<file path="config.mk">
export PLATFORM = sky130hd
export DESIGN_NAME = vaps_front
export DESIGN_NICKNAME = d
export VERILOG_FILES = /design/src/rtl/vaps_pkg.sv /design/src/rtl/vaps_front.sv
export SDC_FILE = /design/constraint.sdc
export NUM_CORES = 1
export LEC_CHECK = 0
export CAP_MARGIN = 10
export CORE_ASPECT_RATIO = 0.5
export CORE_MARGIN = 2
export CORE_UTILIZATION = 50
export DETAILED_ROUTE_END_ITERATION = 6
export DONT_BUFFER_PORTS = 1
export HOLD_SLACK_MARGIN = 0.02
export PLACE_DENSITY = 0.71
export SLEW_MARGIN = 20
export SYNTH_ARGS = -nofsm -noshare
export SYNTH_HDL_FRONTEND = slang
export SYNTH_SLANG_ARGS = --single-unit
export TNS_END_PERCENT = 50
</file>
<file path="constraint.sdc">
create_clock -name clk -period 4.6 [get_ports clk]
set_input_delay 0.46 -clock clk [delete_from_list [all_inputs] [get_ports clk]]
set_output_delay 0.46 -clock clk [all_outputs]
set_load 0.005 [all_outputs]
</file>
<file path="src/rtl/vaps_pkg.sv">
// ---------------------------------------------------------------------------
// vaps_pkg
// shared constants and types of the voxel activity position sampler
// ---------------------------------------------------------------------------
`timescale 1ns / 1ps
package vaps_pkg;
	localparam int MAX_VOXELS = 65536;
	localparam int AW = $clog2(MAX_VOXELS);
	localparam int CW = AW + 1;

	localparam logic FUNC_LOAD = 1'b0;
	localparam logic FUNC_SAMPLE = 1'b1;

	localparam logic [1:0] ST_OK = 2'd0;
	localparam logic [1:0] ST_EMPTY = 2'd1;
	localparam logic [1:0] ST_FULL = 2'd2;

	localparam logic [2:0] REG_COUNT_X = 3'd0;
	localparam logic [2:0] REG_COUNT_Y = 3'd1;
	localparam logic [2:0] REG_ORIGIN_X = 3'd2;
	localparam logic [2:0] REG_ORIGIN_Y = 3'd3;
	localparam logic [2:0] REG_ORIGIN_Z = 3'd4;
	localparam logic [2:0] REG_PITCH_X = 3'd5;
	localparam logic [2:0] REG_PITCH_Y = 3'd6;
	localparam logic [2:0] REG_PITCH_Z = 3'd7;

	// one classified sample job passed from front to back
	typedef struct packed {
		logic [31:0] u_select;
		logic [15:0] u_x;
		logic [15:0] u_y;
		logic [15:0] u_z;
		logic [31:0] total;
		logic [CW-1:0] count;
	} job_t;
endpackage

</file>
<file path="src/rtl/vaps_front.sv">
// ---------------------------------------------------------------------------
// vaps_front
// accepts beats, runs loads, answers rejects, queues samples for the back
// ---------------------------------------------------------------------------
`timescale 1ns / 1ps
module vaps_front (
	input logic clk,
	input logic arst_n,
	input logic start,
	output logic busy,
	input logic func,
	input logic [15:0] activity,
	input logic last,
	input logic [31:0] u_select,
	input logic [15:0] u_x,
	input logic [15:0] u_y,
	input logic [15:0] u_z,
	output logic we,
	output logic [vaps_pkg::AW-1:0] waddr,
	output logic [31:0] wdata,
	output logic job_valid,
	output vaps_pkg::job_t job,
	input logic job_take,
	input logic back_done,
	output logic res_valid,
	output logic [15:0] res_index,
	output logic [1:0] res_status
);
	localparam int CW = vaps_pkg::CW;
	logic [CW-1:0] count_q;
	logic [31:0] total_q;
	logic ready_q;
	logic pending_q;
	logic acc;
	logic [CW-1:0] cnt;
	logic [31:0] tot;
	logic [32:0] sum;

	// one sample in flight at a time
	assign busy = pending_q;
	assign acc = start && !busy;
	assign cnt = ready_q ? '0 : count_q;
	assign tot = ready_q ? '0 : total_q;
	assign sum = {1'b0, tot} + 33'(activity);
	assign we = acc && (func == vaps_pkg::FUNC_LOAD)
		&& (cnt < CW'(vaps_pkg::MAX_VOXELS)) && !sum[32];
	assign waddr = cnt[vaps_pkg::AW-1:0];
	assign wdata = sum[31:0];

	// load bookkeeping, sample queue and immediate results
	always_ff @(posedge clk or negedge arst_n) begin
		if (!arst_n) begin
			count_q <= '0;
			total_q <= '0;
			ready_q <= 1'b0;
			pending_q <= 1'b0;
			job_valid <= 1'b0;
			res_valid <= 1'b0;
		end else begin
			res_valid <= 1'b0;
			if (job_take) job_valid <= 1'b0;
			if (back_done) pending_q <= 1'b0;
			if (acc) begin
				res_index <= 16'(cnt);
				if (func == vaps_pkg::FUNC_LOAD) begin
					res_valid <= 1'b1;
					res_status <= we ? vaps_pkg::ST_OK : vaps_pkg::ST_FULL;
					count_q <= we ? cnt + CW'(1) : cnt;
					total_q <= we ? sum[31:0] : tot;
					ready_q <= last;
				end else if (!ready_q || total_q == '0 || count_q == '0) begin
					res_valid <= 1'b1;
					res_status <= vaps_pkg::ST_EMPTY;
					res_index <= '0;
				end else begin
					pending_q <= 1'b1;
					job_valid <= 1'b1;
					job <= '{u_select: u_select, u_x: u_x, u_y: u_y, u_z: u_z,
						total: total_q, count: count_q};
				end
			end
		end
	end
endmodule

</file>
After elaboration in Yosys (flattened, before gate mapping)
Index checks and enable logic that the tools add are counted.
W data, S select, Z words.
{ "op_classes": {"n_eq_ne": 1, "n_mul": 0, "n_bitwise": 2, "shift": 0, "n_reduce_logical": 15, "mux": 20, "magnitude_cmp": 1, "div_mod_pow": 0, "add_sub_neg": 2} }
{ "ops": {"columns": ["operator", "n"], "rows": [
  ["$mux W32", 2],
  ["$mux W17", 2],
  ["$add A32 B16 Y33", 1],
  ["$logic_not A32 Y1", 1],
  ["$mux W16", 2],
  ["$add A17 B1 Y17 const B", 1],
  ["$logic_not A17 Y1", 1],
  ["$lt A17 B17 Y1 const B", 1],
  ["$mux W1", 11],
  ["$mux W2", 3],
  ["$logic_and A1 B1 Y1", 4],
  ["$reduce_and A2 Y1", 2],
  ["$reduce_and A4 Y1", 1],
  ["$logic_not A1 Y1", 3],
  ["$reduce_and A3 Y1", 1],
  ["$logic_or A1 B1 Y1", 2],
  ["$ne A2 B1 Y1 const B", 1],
  ["$not A1 Y1", 2]
]} }
{ "totals": {"ff_bits": 200, "ram_bits": 0, "word_cells": 55, "latchBits": 0, "mem_bits_ro": 0, "memories": 0, "input_bits": 103} }

Logic depth before layout (Yosys ltp)
{ "logic_depth": {"ltp_word": 7, "depth_mapped": 17, "ltp_nobuf": 11} }

Worst setup path after synthesis
No wires, ideal clock.
{ "synth_path": {"path_type": "flip-flop to flip-flop", "from": "register ready_q", "to": "register job[0] (netlist name), enable pin", "path_stages_with_launch": 7, "slack_ns": -0.457, "required_time_ns": 4.097, "path_buffers": 3, "synth_period_minus_slack_ns": 5.057, "arrival_ns": 4.554, "path_cell_list": "dfrtp_1 -> clkbuf_1 -> clkbuf_1 -> clkbuf_1 -> o211ai_1 -> nor3_1 -> and2_1"} }
{ "synth_between": {"elab_chain_len": 5} }
{ "synth_rtl": {"columns": ["item", "line_no", "source"], "rows": [
  ["start, declared", "vaps_front.sv:32", "logic ready_q;"],
  ["start signal, assigned", "vaps_front.sv:70", "ready_q <= last;"],
  ["$logic_not A1 Y1", "vaps_front.sv:71", "end else if (!ready_q || total_q == '0 || count_q == '0) begin"],
  ["$logic_or A1 B1 Y1 (2 in series)", "vaps_front.sv:71", null],
  ["$not A1 Y1 (no source line)", null, null],
  ["$reduce_and A4 Y1 (no source line)", null, null],
  ["end signal, assigned", "vaps_front.sv:78", "job <= '{u_select: u_select, u_x: u_x, u_y: u_y, u_z: u_z,"],
  ["end, declared", "vaps_front.sv:22", "output vaps_pkg::job_t job,"]
]} }
Every way passes these cells.
A chain may end at the register's enable or synchronous reset.

Worst setup path in the final report
{ "layout_path": {"from": "register ready_q", "to": "output port we"} }
{ "layout_between": {"elab_chain_len": 4, "elab_cells_between_ends": 7, "cone_classes": "add/sub (1); order compare (1); mux (2); reduce/logical (3)"} }
{ "layout_rtl": {"columns": ["item", "line_no", "source"], "rows": [
  ["$mux W32 / $mux W17 (equally long branches)", "vaps_front.sv:43, vaps_front.sv:42", null],
  ["$add A32 B16 Y33 / $lt A17 B17 Y1 (equally long branches)", "vaps_front.sv:44, vaps_front.sv:46", null],
  ["$logic_not A1 Y1 / $logic_and A1 B1 Y1 (equally long branches)", "vaps_front.sv:46", "&& (cnt < CW'(vaps_pkg::MAX_VOXELS)) && !sum[32];"],
  ["$logic_and A1 B1 Y1 (*)", "vaps_front.sv:46", null],
  ["end, declared", "vaps_front.sv:18", "output logic we,"]
]} }
Mark *: on every way between the ends. The rest lies on a longest branch, timed or not.

==> flow_summary_export.csv <==
group,metric,value,unit
run_status,status,"finished clean",
clock_network,cts_tree,"done",
floorplan,ios,302,
power_and_ir_drop,p_switching,1590,uW
power_and_ir_drop,peakVddDrop,0.000306,V
yosys,synth_area,0.00865,mm2
sta,fin_tns_setup,0,ns
floorplan,initial_core_util,52.0,%
clock_network,clock-root-buffer,"clkbuf_16",
power_and_ir_drop,p_comb_share,22.3,%
yosys,ys.warnings.count,0,
sta,tightest_slew,0.782,ns
routing,wl_per_cell,23.0,um
power_and_ir_drop,intPower,3330,uW
clock_network,clock_latency,0.43,ns
routing,detail-route-antenna-nets,0,
sta,hold_viol_final,0,
worst_setup_path,critical_path.slowest_cell,"dfrtp_2",
yosys,yosysTopAreaCell,"edfxtp_1",
power_and_ir_drop,sw_frac_of_total,32.4,%
clock_network,cts_inserted_buffers,17,
yosys,ys_seq_area_share,66.4,%
routing,via_count,5481,
layout,fin_cells,927,
sta,maxSlewViolCount,0,
floorplan,num_rows,33,
layout,syn2layout_area_growth,9.71,%
layout,multi_input_area,0.00276,mm2
grt,grt_usage,23.3,%
grt,overflow,0,
layout,drive_gt1_share,6.86,%
sta,fmax,273,MHz
min_path,hold_class,"in2reg",
power_and_ir_drop,clockPowerShare,29.7,%
yosys,ys_types,56,
routing,drt-total-wl,21.3,mm
worst_setup_path,r2r-start,"ready_q",
grt,grt_start_max_net_pins,68,
worst_setup_path,start_kind,"flip-flop",
power_and_ir_drop,p_seq_share,47.9,%
routing,drt_iter0_drc,290,
floorplan,die_w,190,um
routing,routed_via_density,5.91,
worst_setup_path,critPathArrivalTime,3.20,ns
worst_setup_path,required,4.14,ns
yosys,synth_edf_count,147,
sta,min_period,3.66,ns
clock_network,clockBufferDepth,2,
clock_network,clkSinkCount,200,
worst_setup_path,crit_type,"reg2out",
yosys,ys_ff_latch,200,
worst_setup_path,crit_top_cell,"a21o_1",
floorplan,design.core.area,0.0166,mm2
worst_setup_path,path_cells,"nor2b_1 -> ha_1 -> fa_1 -> a21o_1 -> nand4_1 -> a21o_1 -> o211ai_4 -> a31o_2 -> inv_2",
floorplan,dieHeight,97.0,um
min_path,hold_start,"u_z[2]",
placement,dp_cells,893,
sta,final.period_utilization,79.7,%
sta,grt_setup_unrepaired,"false",
sta,final-setup-viol-count,0,
placement,port_buffers,0,
yosys,syn-mean-instance-area,12.6,um2
worst_setup_path,cp_slowest_stage_delay,0.57,ns
layout,fin_util,57.0,%
min_path,hold_end,"job[51]",
yosys,synth_cells,686,
min_path,holdPathStages,0,
placement,dp_hpwl,15.4,mm
grt,grt_pass1_vias,5395,
power_and_ir_drop,powerDensity,519,mW/mm2
layout,num-fill-cells,1338,
worst_setup_path,r2r_slack,1.30,ns
sta,slew_headroom,47.9,%
grt,antenna_found_initial,1,
worst_setup_path,reg2regPathDepth,10,
placement,gp_congestion,0.892,
clock_network,cts_setup_buffers,0,
sta,whs,0.123,ns
layout,antenna_cells,0,
sta,clock-skew-final,0.0100,ns
yosys,synth_top_area_share,51.0,%
worst_setup_path,critPathBufInv,1,
worst_setup_path,r2r_end,"total_q[15]",
worst_setup_path,crit_fanout,28,
yosys,synthTopCellsByArea,"edfxtp_1, dfrtp_1, nand2_1",
worst_setup_path,worst_path_dominant_cell_family,"compound AO/OA/AOI/OAI gates",
layout,nets,808,
grt,grt_pass1_wl,32.4,mm
clock_network,clk_pin_slew,0.08,ns
layout,regArea,0.00574,mm2
routing,drc,0,
yosys,synthArstFlopShare,26.5,%
clock_network,h-tree-depth,4,
power_and_ir_drop,p_leak,0.00345,uW
routing,dr.pass1.iters,4,
floorplan,die-area,0.0184,mm2
yosys,synth_nets,807,
yosys,synth_flop_cell,"edfxtp_1",
job,maxCapViolCount,0,
worst_setup_path,endpoint_kind,"primary output",
synthesized netlist by cell type, types with 3 or more instances:
cell      number
nor4_1        16
nand4_1       18
nand2_1       91
and2_1        12
inv_1         10
a22oi_1        4
nand3_1       18
a21o_1         7
and3_1         7
o31ai_1        5
nor2_1        44
xor2_1        14
mux2_2         4
ha_1          17
a21oi_1       21
o211ai_1       4
edfxtp_1     147
o41ai_1        5
o21bai_1       3
or3_1          4
xnor2_1       25
nor2b_1       45
buf_2          5
a31oi_1        4
dfrtp_1       53
or4_1          6
nor3_1        10
a211oi_1       4
nand2b_1      13
o21ai_0       24
clkbuf_1      15
routing by layer:
metal | track usage (%) | vias to the layer above | wire (um)
li1 | - | 2510 | -
met1 | 28.7 | 2750 | 8540
met2 | 39.6 | 200 | 10700
met3 | 8.24 | 19 | 1790
met4 | 5.49 | 2 | 266
met5 | 0 | - | 13
how the worst max path moves through the flow:
stage	cells after the start	end	from
6_report	9	we	ready_q
5_1_grt	9	wdata[29]	ready_q
4_1_cts	9	wdata[25]	ready_q
3_5_place_dp	10	total_q[15]	ready_q
3_3_place_gp	10	total_q[8]	ready_q
2_1_floorplan	15	we	ready_q
layout by cell type (no fill, tap or decap), types with 3 or more instances in the layout:
master,netlist,layout
edfxtp_1,147,147
xnor2_1,25,25
a22oi_1,4,4
o41ai_1,5,5
o21ai_0,24,24
nand3_1,18,18
dfrtp_1,53,52
o211ai_1,4,4
mux2_2,4,4
nand4_1,18,18
a21o_1,7,7
inv_1,10,10
nor4_1,16,16
nor2b_1,45,45
ha_1,17,17
xor2_1,14,14
buf_4,2,3
or4_1,6,6
o31ai_1,5,5
and3_1,7,7
clkbuf_1,15,3
a211oi_1,4,4
a31oi_1,4,4
a21oi_1,21,21
nand2b_1,13,13
clkbuf_16,0,17
nor2_1,44,44
and2_1,12,11
nand2_1,91,91
o21bai_1,3,3
inv_6,0,4
or3_1,4,4
nor3_1,10,10
flip-flops by register name, summed over array words and instances, names as in the netlist:
| name | cells |
|---|---|
| count_q | 17 |
| job | 129 |
| busy | 1 |
| ready_q | 1 |
| res_index | 16 |
| res_valid | 1 |
| job_valid | 1 |
| res_status | 2 |
| total_q | 32 |
power groups by stage:
stage                     clock network [uW]  logic [uW]  registers (uW)
after global routing                    1560        1240            2390
after CTS                               1490        1100            2360
after detailed placement                   0        1080            2390
after global placement                     0        1060            2390
final                                   1460        1100            2360
after floorplan                            0         895            2300
timing repair:
action / in CTS / in global routing
resized for setup: 0 / 0
endpoints found under the hold margin: 53 / 0
setup endpoints to repair: 0 / 0
hold buffers: 2 / 0
layout make-up:
class                           instances  share of cell area [%]
Clock inverter                         12                    1.49
Tap cell                              227                    2.99
Clock buffer                           20                    4.60
Sequential cell                       200                    60.5
Timing Repair Buffer                    6                   0.844
Multi-Input combinational cell        451                    29.1
Inverter                               11                   0.435
worst reg2reg max path: cells and delay by family (launching register included):
kind	cells	cell delay, ns
AOI/OAI and AO/OA	4	0.88
and+or+nand+nor	2	0.22
DFF	1	0.57
adders and majority gates	2	0.64
buffers and inverters	1	0.46
muxes	1	0.41
cell families after synthesis:
kind of cell             share of synthesized area, %
AO/OA/AOI/OAI                                    7.13
buffers and inverters                            1.71
multiplexers                                    0.636
adder cells (fa/ha/maj)                          2.69
AND/OR/NAND/NOR                                  17.5
XOR/XNOR                                         3.95
flip-flops                                       66.4
through the flow:
step | worst slack [ns] | instance area (um2) | total power, uW
after detailed placement | 1.31 | 8870 | 3480
after global placement | 1.38 | 8870 | 3450
after floorplan | 0.699 | 8650 | 3190
after global routing | 0.638 | 9490 | 5190
after CTS | 0.901 | 9490 | 4940
final | 0.936 | 9490 | 4920
Note: power is estimated with default switching activity, not from simulation.
