File: config.mk
export PLATFORM = sky130hd
export DESIGN_NAME = vaps_back
export DESIGN_NICKNAME = d
export VERILOG_FILES = /design/src/rtl/vaps_pkg.sv /design/src/rtl/vaps_back.sv
export SDC_FILE = /design/constraint.sdc
export NUM_CORES = 2
export LEC_CHECK = 0
export ABC_AREA = 0
export BUFFER_PORTS_ARGS = -buffer_cell sky130_fd_sc_hd__buf_2
export CORE_MARGIN = 4
export CORE_UTILIZATION = 30
export CTS_CLUSTER_SIZE = 10
export DETAILED_ROUTE_END_ITERATION = 12
export GPL_ROUTABILITY_DRIVEN = 0
export PLACE_DENSITY_LB_ADDON = 0.3
export SETUP_SLACK_MARGIN = 0.02
export SLEW_MARGIN = 25
export SYNTH_ARGS = -nofsm -noshare
export SYNTH_HDL_FRONTEND = slang
export SYNTH_SLANG_ARGS = --single-unit
File: constraint.sdc
create_clock -name clk -period 7.4 [get_ports clk]
set_input_delay 0.74 -clock clk [delete_from_list [all_inputs] [get_ports clk]]
set_output_delay 0.74 -clock clk [all_outputs]
set_load 0.02 [all_outputs]
File: src/rtl/vaps_pkg.sv
// ---------------------------------------------------------------------------
// vaps_pkg
// shared constants and types of the voxel activity position sampler
// ---------------------------------------------------------------------------
`timescale 1ns / 1ps
package vaps_pkg;
	localparam int MAX_VOXELS = 65536;
	localparam int AW = $clog2(MAX_VOXELS);
	localparam int CW = AW + 1;

	localparam logic FUNC_LOAD = 1'b0;
	localparam logic FUNC_SAMPLE = 1'b1;

	localparam logic [1:0] ST_OK = 2'd0;
	localparam logic [1:0] ST_EMPTY = 2'd1;
	localparam logic [1:0] ST_FULL = 2'd2;

	localparam logic [2:0] REG_COUNT_X = 3'd0;
	localparam logic [2:0] REG_COUNT_Y = 3'd1;
	localparam logic [2:0] REG_ORIGIN_X = 3'd2;
	localparam logic [2:0] REG_ORIGIN_Y = 3'd3;
	localparam logic [2:0] REG_ORIGIN_Z = 3'd4;
	localparam logic [2:0] REG_PITCH_X = 3'd5;
	localparam logic [2:0] REG_PITCH_Y = 3'd6;
	localparam logic [2:0] REG_PITCH_Z = 3'd7;

	// one classified sample job passed from front to back
	typedef struct packed {
		logic [31:0] u_select;
		logic [15:0] u_x;
		logic [15:0] u_y;
		logic [15:0] u_z;
		logic [31:0] total;
		logic [CW-1:0] count;
	} job_t;
endpackage

File: src/rtl/vaps_back.sv
// ---------------------------------------------------------------------------
// vaps_back
// sample engine: binary search, index split by division, axis positions
// ---------------------------------------------------------------------------
`timescale 1ns / 1ps
module vaps_back (
	input logic clk,
	input logic arst_n,
	input logic job_valid,
	input vaps_pkg::job_t job,
	output logic job_take,
	output logic [vaps_pkg::AW-1:0] raddr,
	input logic [31:0] rdata,
	input logic [16:0] count_x,
	input logic [16:0] count_y,
	input logic [23:0] origin_x,
	input logic [23:0] origin_y,
	input logic [23:0] origin_z,
	input logic [15:0] pitch_x,
	input logic [15:0] pitch_y,
	input logic [15:0] pitch_z,
	output logic res_valid,
	output logic [31:0] res_x,
	output logic [31:0] res_y,
	output logic [31:0] res_z,
	output logic [15:0] res_index
);
	localparam int AW = vaps_pkg::AW;
	localparam int CW = vaps_pkg::CW;
	localparam logic [3:0] S_IDLE = 4'd0;
	localparam logic [3:0] S_MUL = 4'd1;
	localparam logic [3:0] S_RD = 4'd2;
	localparam logic [3:0] S_WAIT = 4'd3;
	localparam logic [3:0] S_CMP = 4'd4;
	localparam logic [3:0] S_DIV1 = 4'd5;
	localparam logic [3:0] S_DIV2 = 4'd6;
	localparam logic [3:0] S_AXIS = 4'd7;
	localparam logic [3:0] S_SUM = 4'd8;

	logic [3:0] state_q;
	vaps_pkg::job_t job_q;
	logic [63:0] target_q;
	logic [CW-1:0] lo_q, hi_q, mid_q;
	logic [CW-1:0] quo_q, rem_q, div_q;
	logic [4:0] bit_q;
	logic [CW-1:0] nx_q, ny_q, nz_q;
	logic [1:0] axis_q;
	logic [47:0] pn_q, pu_q;
	logic [31:0] px_q, py_q;
	logic [15:0] pit;
	logic [23:0] org;
	logic [15:0] uax;
	logic [CW-1:0] nax;
	logic [16:0] cx, cy;
	logic [CW-1:0] rem_sh;
	logic signed [49:0] sum;
	logic [31:0] sat;

	assign cx = (count_x == '0) ? 17'd1 : count_x;
	assign cy = (count_y == '0) ? 17'd1 : count_y;
	assign job_take = (state_q == S_IDLE) && job_valid;
	assign raddr = mid_q[AW-1:0];
	assign rem_sh = {rem_q[CW-2:0], quo_q[CW-1]};

	// per-axis operand selection
	always_comb begin
		case (axis_q)
			2'd0: begin pit = pitch_x; org = origin_x; uax = job_q.u_x; nax = nx_q; end
			2'd1: begin pit = pitch_y; org = origin_y; uax = job_q.u_y; nax = ny_q; end
			default: begin pit = pitch_z; org = origin_z; uax = job_q.u_z; nax = nz_q; end
		endcase
	end

	// position sum and saturation
	always_comb begin
		sum = 50'(signed'(org)) + signed'({2'b00, pn_q})
			+ signed'({2'b00, 15'd0, pu_q[47:15]}) - signed'({34'd0, pit});
		if (sum > 50'sd2147483647) sat = 32'h7fffffff;
		else if (sum < -50'sd2147483648) sat = 32'h80000000;
		else sat = sum[31:0];
	end

	// sequencer
	always_ff @(posedge clk or negedge arst_n) begin
		if (!arst_n) begin
			state_q <= S_IDLE;
			res_valid <= 1'b0;
		end else begin
			res_valid <= 1'b0;
			case (state_q)
				S_IDLE: if (job_valid) begin
					job_q <= job;
					state_q <= S_MUL;
				end
				S_MUL: begin
					target_q <= job_q.u_select * job_q.total;
					lo_q <= '0;
					hi_q <= job_q.count - CW'(1);
					state_q <= S_RD;
				end
				S_RD: if (lo_q < hi_q) begin
					mid_q <= lo_q + ((hi_q - lo_q) >> 1);
					state_q <= S_WAIT;
				end else begin
					// divide index by count_x
					quo_q <= lo_q;
					rem_q <= '0;
					div_q <= CW'(cx);
					bit_q <= 5'(CW);
					state_q <= S_DIV1;
				end
				S_WAIT: state_q <= S_CMP;
				S_CMP: begin
					if ({rdata, 32'd0} > target_q) hi_q <= mid_q;
					else lo_q <= mid_q + CW'(1);
					state_q <= S_RD;
				end
				S_DIV1, S_DIV2: begin
					if (rem_sh >= div_q) begin
						rem_q <= rem_sh - div_q;
						quo_q <= {quo_q[CW-2:0], 1'b1};
					end else begin
						rem_q <= rem_sh;
						quo_q <= {quo_q[CW-2:0], 1'b0};
					end
					bit_q <= bit_q - 5'd1;
					if (bit_q == 5'd0) begin
						quo_q <= quo_q;
						rem_q <= rem_q;
						if (state_q == S_DIV1) begin
							nx_q <= rem_q;
							quo_q <= quo_q;
							rem_q <= '0;
							div_q <= CW'(cy);
							bit_q <= 5'(CW);
							state_q <= S_DIV2;
						end else begin
							ny_q <= rem_q;
							nz_q <= quo_q;
							axis_q <= 2'd0;
							state_q <= S_AXIS;
						end
					end
				end
				S_AXIS: begin
					pn_q <= pit * 32'(nax);
					pu_q <= 48'(32'(pit) * 32'(uax));
					state_q <= S_SUM;
				end
				S_SUM: begin
					case (axis_q)
						2'd0: px_q <= sat;
						2'd1: py_q <= sat;
						default: ;
					endcase
					if (axis_q == 2'd2) begin
						res_valid <= 1'b1;
						res_x <= px_q;
						res_y <= py_q;
						res_z <= sat;
						res_index <= lo_q[15:0];
						state_q <= S_IDLE;
					end else begin
						axis_q <= axis_q + 2'd1;
						state_q <= S_AXIS;
					end
				end
				default: state_q <= S_IDLE;
			endcase
		end
	end
endmodule

; ---- After elaboration in Yosys (flattened, before gate mapping)
; Index checks and enable logic that the tools add are counted.
[totals]
elab_cells = 136
reg_bits = 599
[op_classes]
n_reduce_logical = 28
eq_ne = 20
n_lt_le_gt_ge = 5
add_sub_neg = 10
n_bitwise = 1
multipliers = 3
n_mux = 41
[ops]
columns = operator, count
row1 = 17-bit 2-to-1 mux, 13
row2 = 17-bit case mux with 2 select lines, 6
row3 = 64-bit > comparator, 1
row4 = 32-bit by 32-bit multiplier with 64-bit output, 1
row5 = 32-bit 2-to-1 mux, 2
row6 = 16-bit case mux with 2 select lines, 2
row7 = 24-bit case mux with 2 select lines, 1
row8 = "37-bit by 32-bit > comparator with 1-bit output, second input constant", 1
row9 = "37-bit by 32-bit < comparator with 1-bit output, second input constant", 1
row10 = 36-bit by 17-bit subtractor with 37-bit output, 1
row11 = 35-bit by 18-bit adder with 36-bit output, 1
row12 = 24-bit by 34-bit adder with 35-bit output, 1
row13 = 17-bit zero test, 2
row14 = 17-bit subtractor, 2
row15 = 16-bit by 17-bit multiplier with 33-bit output, 1
row16 = 16-bit by 16-bit multiplier with 32-bit output, 1
row17 = 4-bit case mux with 7 select lines, 1
row18 = 3-bit AND reduction, 8
row19 = "2-bit != test, second input constant", 9
row20 = "17-bit by 1-bit adder with 17-bit output, second input constant", 1
row21 = 17-bit by 16-bit adder with 17-bit output, 1
row22 = 17-bit >= comparator, 1
row23 = 17-bit < comparator, 1
row24 = "17-bit by 1-bit subtractor with 17-bit output, second input constant", 1
row25 = 26 further kinds, 48

; ---- Logic depth before layout (Yosys ltp)
[depth]
ltp_word = 8
depth_mapped = 32

; ---- Worst setup path before layout
; No wires, ideal clock.
[synth_timing]
path_type = reg2reg
start = reg axis_q[0]
end = reg pu_q[31], data pin
setup_slack_ns = -0.532
n_path_buf = 4
path_stages_with_launch = 32
period_less_slack_ns = 7.932
t_required_ns = 7.140
arrival_ns = 7.672
cell_sequence = edfxtp_1 -> inv_1 -> ha_1 -> clkbuf_1 -> buf_1 -> clkbuf_1 -> a22oi_1 -> nand2_1 -> clkbuf_1 -> nand2_1 -> fa_1 -> inv_1 -> fa_1 -> inv_1 -> fa_1 -> inv_1 -> fa_1 -> inv_1 -> fa_1 -> inv_1 -> fa_1 -> ha_1 -> a211oi_1 -> nand2_1 -> a2111o_1 -> o21a_1 -> a22o_1 -> o211a_1 -> a21o_1 -> a31o_2 -> a21oi_1 -> xnor2_1
[synth_via]
elab_chain_cells = 3
word_cells_on_any_way = 5
cone_classes = 1 x mul / 1 x eq/ne / 2 x mux / 1 x reduce/logical
[synth_lines]
columns = item, line_no
row1 = start: declaration, vaps_back.sv:47  ; logic [1:0] axis_q;
row2 = start signal: assignment, vaps_back.sv:164  ; axis_q <= axis_q + 2'd1;
row3 = 2-bit by 1-bit == test with 1-bit output or 2-bit zero test (tied branches), vaps_back.sv:67  ; case (axis_q)
row4 = 16-bit case mux with 2 select lines, vaps_back.sv:67
row5 = 16-bit by 16-bit multiplier with 32-bit output (*), vaps_back.sv:147  ; pu_q <= 48'(32'(pit) * 32'(uax));
row6 = end signal: assignment, vaps_back.sv:147
row7 = end: declaration, vaps_back.sv:48  ; logic [47:0] pn_q, pu_q;
; Mark *: on every way between the ends. The rest lies on a longest branch, timed or not.
; A chain may end at the register's enable or synchronous reset.

; ---- Worst setup path in the final report
[layout_timing]
start = reg job_q[107] in the netlist's numbering
end = reg target_q[61], data pin
[layout_via]
elab_chain_cells = 1
[layout_lines]
columns = item, line_no
row1 = start: declaration, vaps_back.sv:41  ; vaps_pkg::job_t job_q;
row2 = start signal: assignment, vaps_back.sv:92  ; job_q <= job;
row3 = 32-bit by 32-bit multiplier with 64-bit output, vaps_back.sv:96  ; target_q <= job_q.u_select * job_q.total;
row4 = end signal: assignment, vaps_back.sv:96
row5 = end: declaration, vaps_back.sv:42  ; logic [63:0] target_q;
; Every way passes these cells.

==> flow_metrics.tcl <==
set metrics [dict create \
    outcome "finished, violations left" \
    violations "setup timing" \
    cts_sinks 584 \
    avgSynthCellArea_sq_um 9.95 \
    crit_path_start "job_q[107]$_DFFE_PP_" \
    ioPinCount 448 \
    async_reset_ff_share_pct 0.856 \
    crit_path_max_fanout 4 \
    nets 11023 \
    root_buffer "clkbuf_16" \
    grt_util_all_layers_pct 17.6 \
    yosys.area.top_type "fa_1" \
    holdCritPathClass "input port to register" \
    place_area_sq_um 88400 \
    whs_ns 0.177 \
    worst_ep_arrival_time_ns 8.20 \
    die_w_um 515 \
    critPathKind "register to register" \
    setup_tns_ns -5.75 \
    num_vias 57178 \
    antenna_found_initial 22 \
    drive_above_1_share_pct 21.3 \
    cts_tree "built" \
    r2r_end "target_q[61]$_DFFE_PP_" \
    synth_ff_type "edfxtp_1" \
    cp-end-kind "register" \
    yosysSeqAreaShare_pct 22.7 \
    fillers 25447 \
    r2r_setup_slack_ns -0.34 \
    yosysMostFrequentCell "inv_1" \
    cap_violations 0 \
    cp_slowest_cell "fa_1" \
    skew_ns 0.0711 \
    finalCritPeriodShare_pct 105 \
    setup_violations 37 \
    syn_area_sq_um 77200 \
    cp-start-kind "register" \
    max_stage_delay_ns 0.63 \
    rows 185 \
    drt_iter0_drc 3256 \
    worstSkewPairLatency_ns 0.73 \
    design_area_sq_um 95100 \
    synth_top_area_share_pct 34.6 \
    dp_hpwl_um 195000 \
    vias_per_cell 4.70 \
    htree_levels 3 \
    worst_slack_ns -0.343 \
    numCtsBuffers 81 \
    slew_violations 0 \
    yosysWarningCount 0 \
    drtPass1Iterations 6 \
    area_growth_pct 23.2 \
    netlist-cell-type-count 85 \
    relSlewSlack_pct 34.7 \
    totalWireLength_um 236000 \
    crit_top_cell "fa_1" \
    grt_pass1_vias 60898 \
    core_area_sq_um 255000 \
    synth_edf_count 579 \
    initial_core_util_pct 30.3 \
    hold_violations 0 \
    route.detailed.drc 0 \
    clockBufferDepth 3 \
    synthCells 7758 \
    syn-num-nets 10035 \
    ys_seq_elements 584 \
    worst_pin_slew_ns 0.980 \
    netlist_top_cells_count "1624 x inv_1, 1334 x fa_1, 991 x nand2_1" \
    die-area_sq_um 266000 \
    avgRoutedWirePerCell_um 19.4 \
    required_ns 7.86 \
    rsz0062_at_grt "true" \
    synthTopCellsByArea "fa_1 35%, edfxtp_1 23%, ha_1 10%" \
    endpoint "target_q[61]$_DFFE_PP_" \
    path_cells "buf_6, buf_6, and2_4, fa_1, inv_1, fa_1, inv_2, fa_1, fa_1, fa_1, fa_1, fa_1, fa_1, ha_4, a21o_1, a21o_1, a21o_1, a31o_4, a221oi_4, a2111o_1, o211a_4, o21ai_4, a311oi_2, xnor2_1" \
    grt.overflow.total 0 \
    ant_nets 0 \
    chipHeight_um 515 \
    r2r_start "job_q[107]$_DFFE_PP_" \
    io_buffers 447 \
    min_period_ns 7.74 \
    grt_start_max_net_pins 71 \
    ff2ff_path_depth 24 \
    grt_pass1_wl_um 359000 \
    clkTransAtPathRegs_ns 0.06 \
    fmax_ghz 0.129 \
]
[metrics by stage]
| stage | utilization (%) | cells | setup WS (ns) |
|---|---|---|---|
| CTS | 36.2 | 12063 | -0.355 |
| detailed placement | 34.7 | 11878 | -0.694 |
| finish | 37.3 | 12164 | -0.343 |
| floorplan | - | 7758 | 0.0157 |
| global route | 37.3 | 12162 | -0.511 |
| global placement | 34.7 | 11878 | -0.577 |
[layout make-up]
cell class              count  area, sq um  share of cell area (%)
inverters                1632         6150                    6.47
flip-flops and latches    584        17500                    18.4
repair buffers           1269        10300                    10.8
well taps                3366         4210                    4.43
clock inverters            31          437                   0.459
diodes                      6         15.0                  0.0158
multi-input cells        5178        54400                    57.2
clock buffers              98         2090                    2.20
[metal layers]
metal	global-route usage [%]	wire [um]	up-vias	part of all wire, %
li1	-	-	26066	-
met1	23.0	100000	29181	42
met2	30.2	116000	1585	49
met3	2.21	11900	332	5.0
met4	5.50	8020	14	3.4
met5	0	96	-	0.041
[worst min path at each step]
stage                          endpoint  slack (ns)  cells past startpoint          startpoint
global placement    res_y[13]$_DFFE_PP_        0.40                      0  py_q[13]$_DFFE_PP_
CTS                 job_q[46]$_DFFE_PP_        0.09                      1             job[46]
finish              job_q[46]$_DFFE_PP_        0.18                      1             job[46]
floorplan            res_x[0]$_DFFE_PP_        0.40                      0   px_q[0]$_DFFE_PP_
global route        job_q[46]$_DFFE_PP_        0.13                      1             job[46]
detailed placement  res_y[10]$_DFFE_PP_        0.40                      0  py_q[10]$_DFFE_PP_
[placed cells by master, fill, tap and decap left out, types with 62 or more instances in the layout]
cell type	netlist	final
inv_1	1624	1561
buf_4	19	614
buf_6	3	80
fa_2	0	73
fa_1	1334	1261
inv_2	3	62
edfxtp_1	579	579
clkbuf_16	0	89
ha_1	625	590
a21oi_1	246	181
nor2_1	342	330
buf_12	0	102
and2_1	603	583
o21ai_0	130	109
a21o_1	131	119
xnor2_1	128	116
nand2_1	991	951
buf_2	3	447
[state kept, by name, summed over array words and instances (netlist names), 5 cells and up]
register,flops
res_x,32
pn_q,33
py_q,32
nx_q,17
ny_q,17
pu_q,17
px_q,32
mid_q,17
res_y,32
res_z,32
quo_q,17
bit_q,5
rem_q,17
job_q,129
res_index,16
lo_q,17
nz_q,17
target_q,64
div_q,17
hi_q,17
[what timing repair did]
action,CTS,global route
buffers inserted,53,92
resized for setup,203,443
endpoints found under the setup margin,48,56
hold endpoints to repair,5,0
pin swaps,107,214
cloned,4,8
hold buffers,1,0
[critical path: cells and delay by family, from the launching register on]
| family | cells | cell delay [ns] |
|---|---|---|
| buffers and inverters | 4 | 0.38 |
| DFF | 1 | 0.42 |
| and+or+nand+nor | 1 | 0.13 |
| xor gates and xnor gates | 1 | 0.09 |
| AOI/OAI and AO/OA | 9 | 1.99 |
| adders and majority gates | 9 | 4.45 |
[cell families (layout without fill, tap and decap cells)]
family / Yosys count / after routing / share of synthesized area [%]
fa+ha+maj: 1959 / 1959 / 44.7
xor+xnor: 187 / 187 / 2.12
compound gates: 813 / 813 / 6.97
mux: 16 / 16 / 0.233
simple gates: 2203 / 2203 / 13.5
flops: 584 / 584 / 22.7
other cells: 0 / 6 / 0
buf+inv: 1996 / 3030 / 9.83
Power is left out: the tool's default activity adds up to more than one toggle a clock period on the data nets, which glitch-free logic cannot reach.
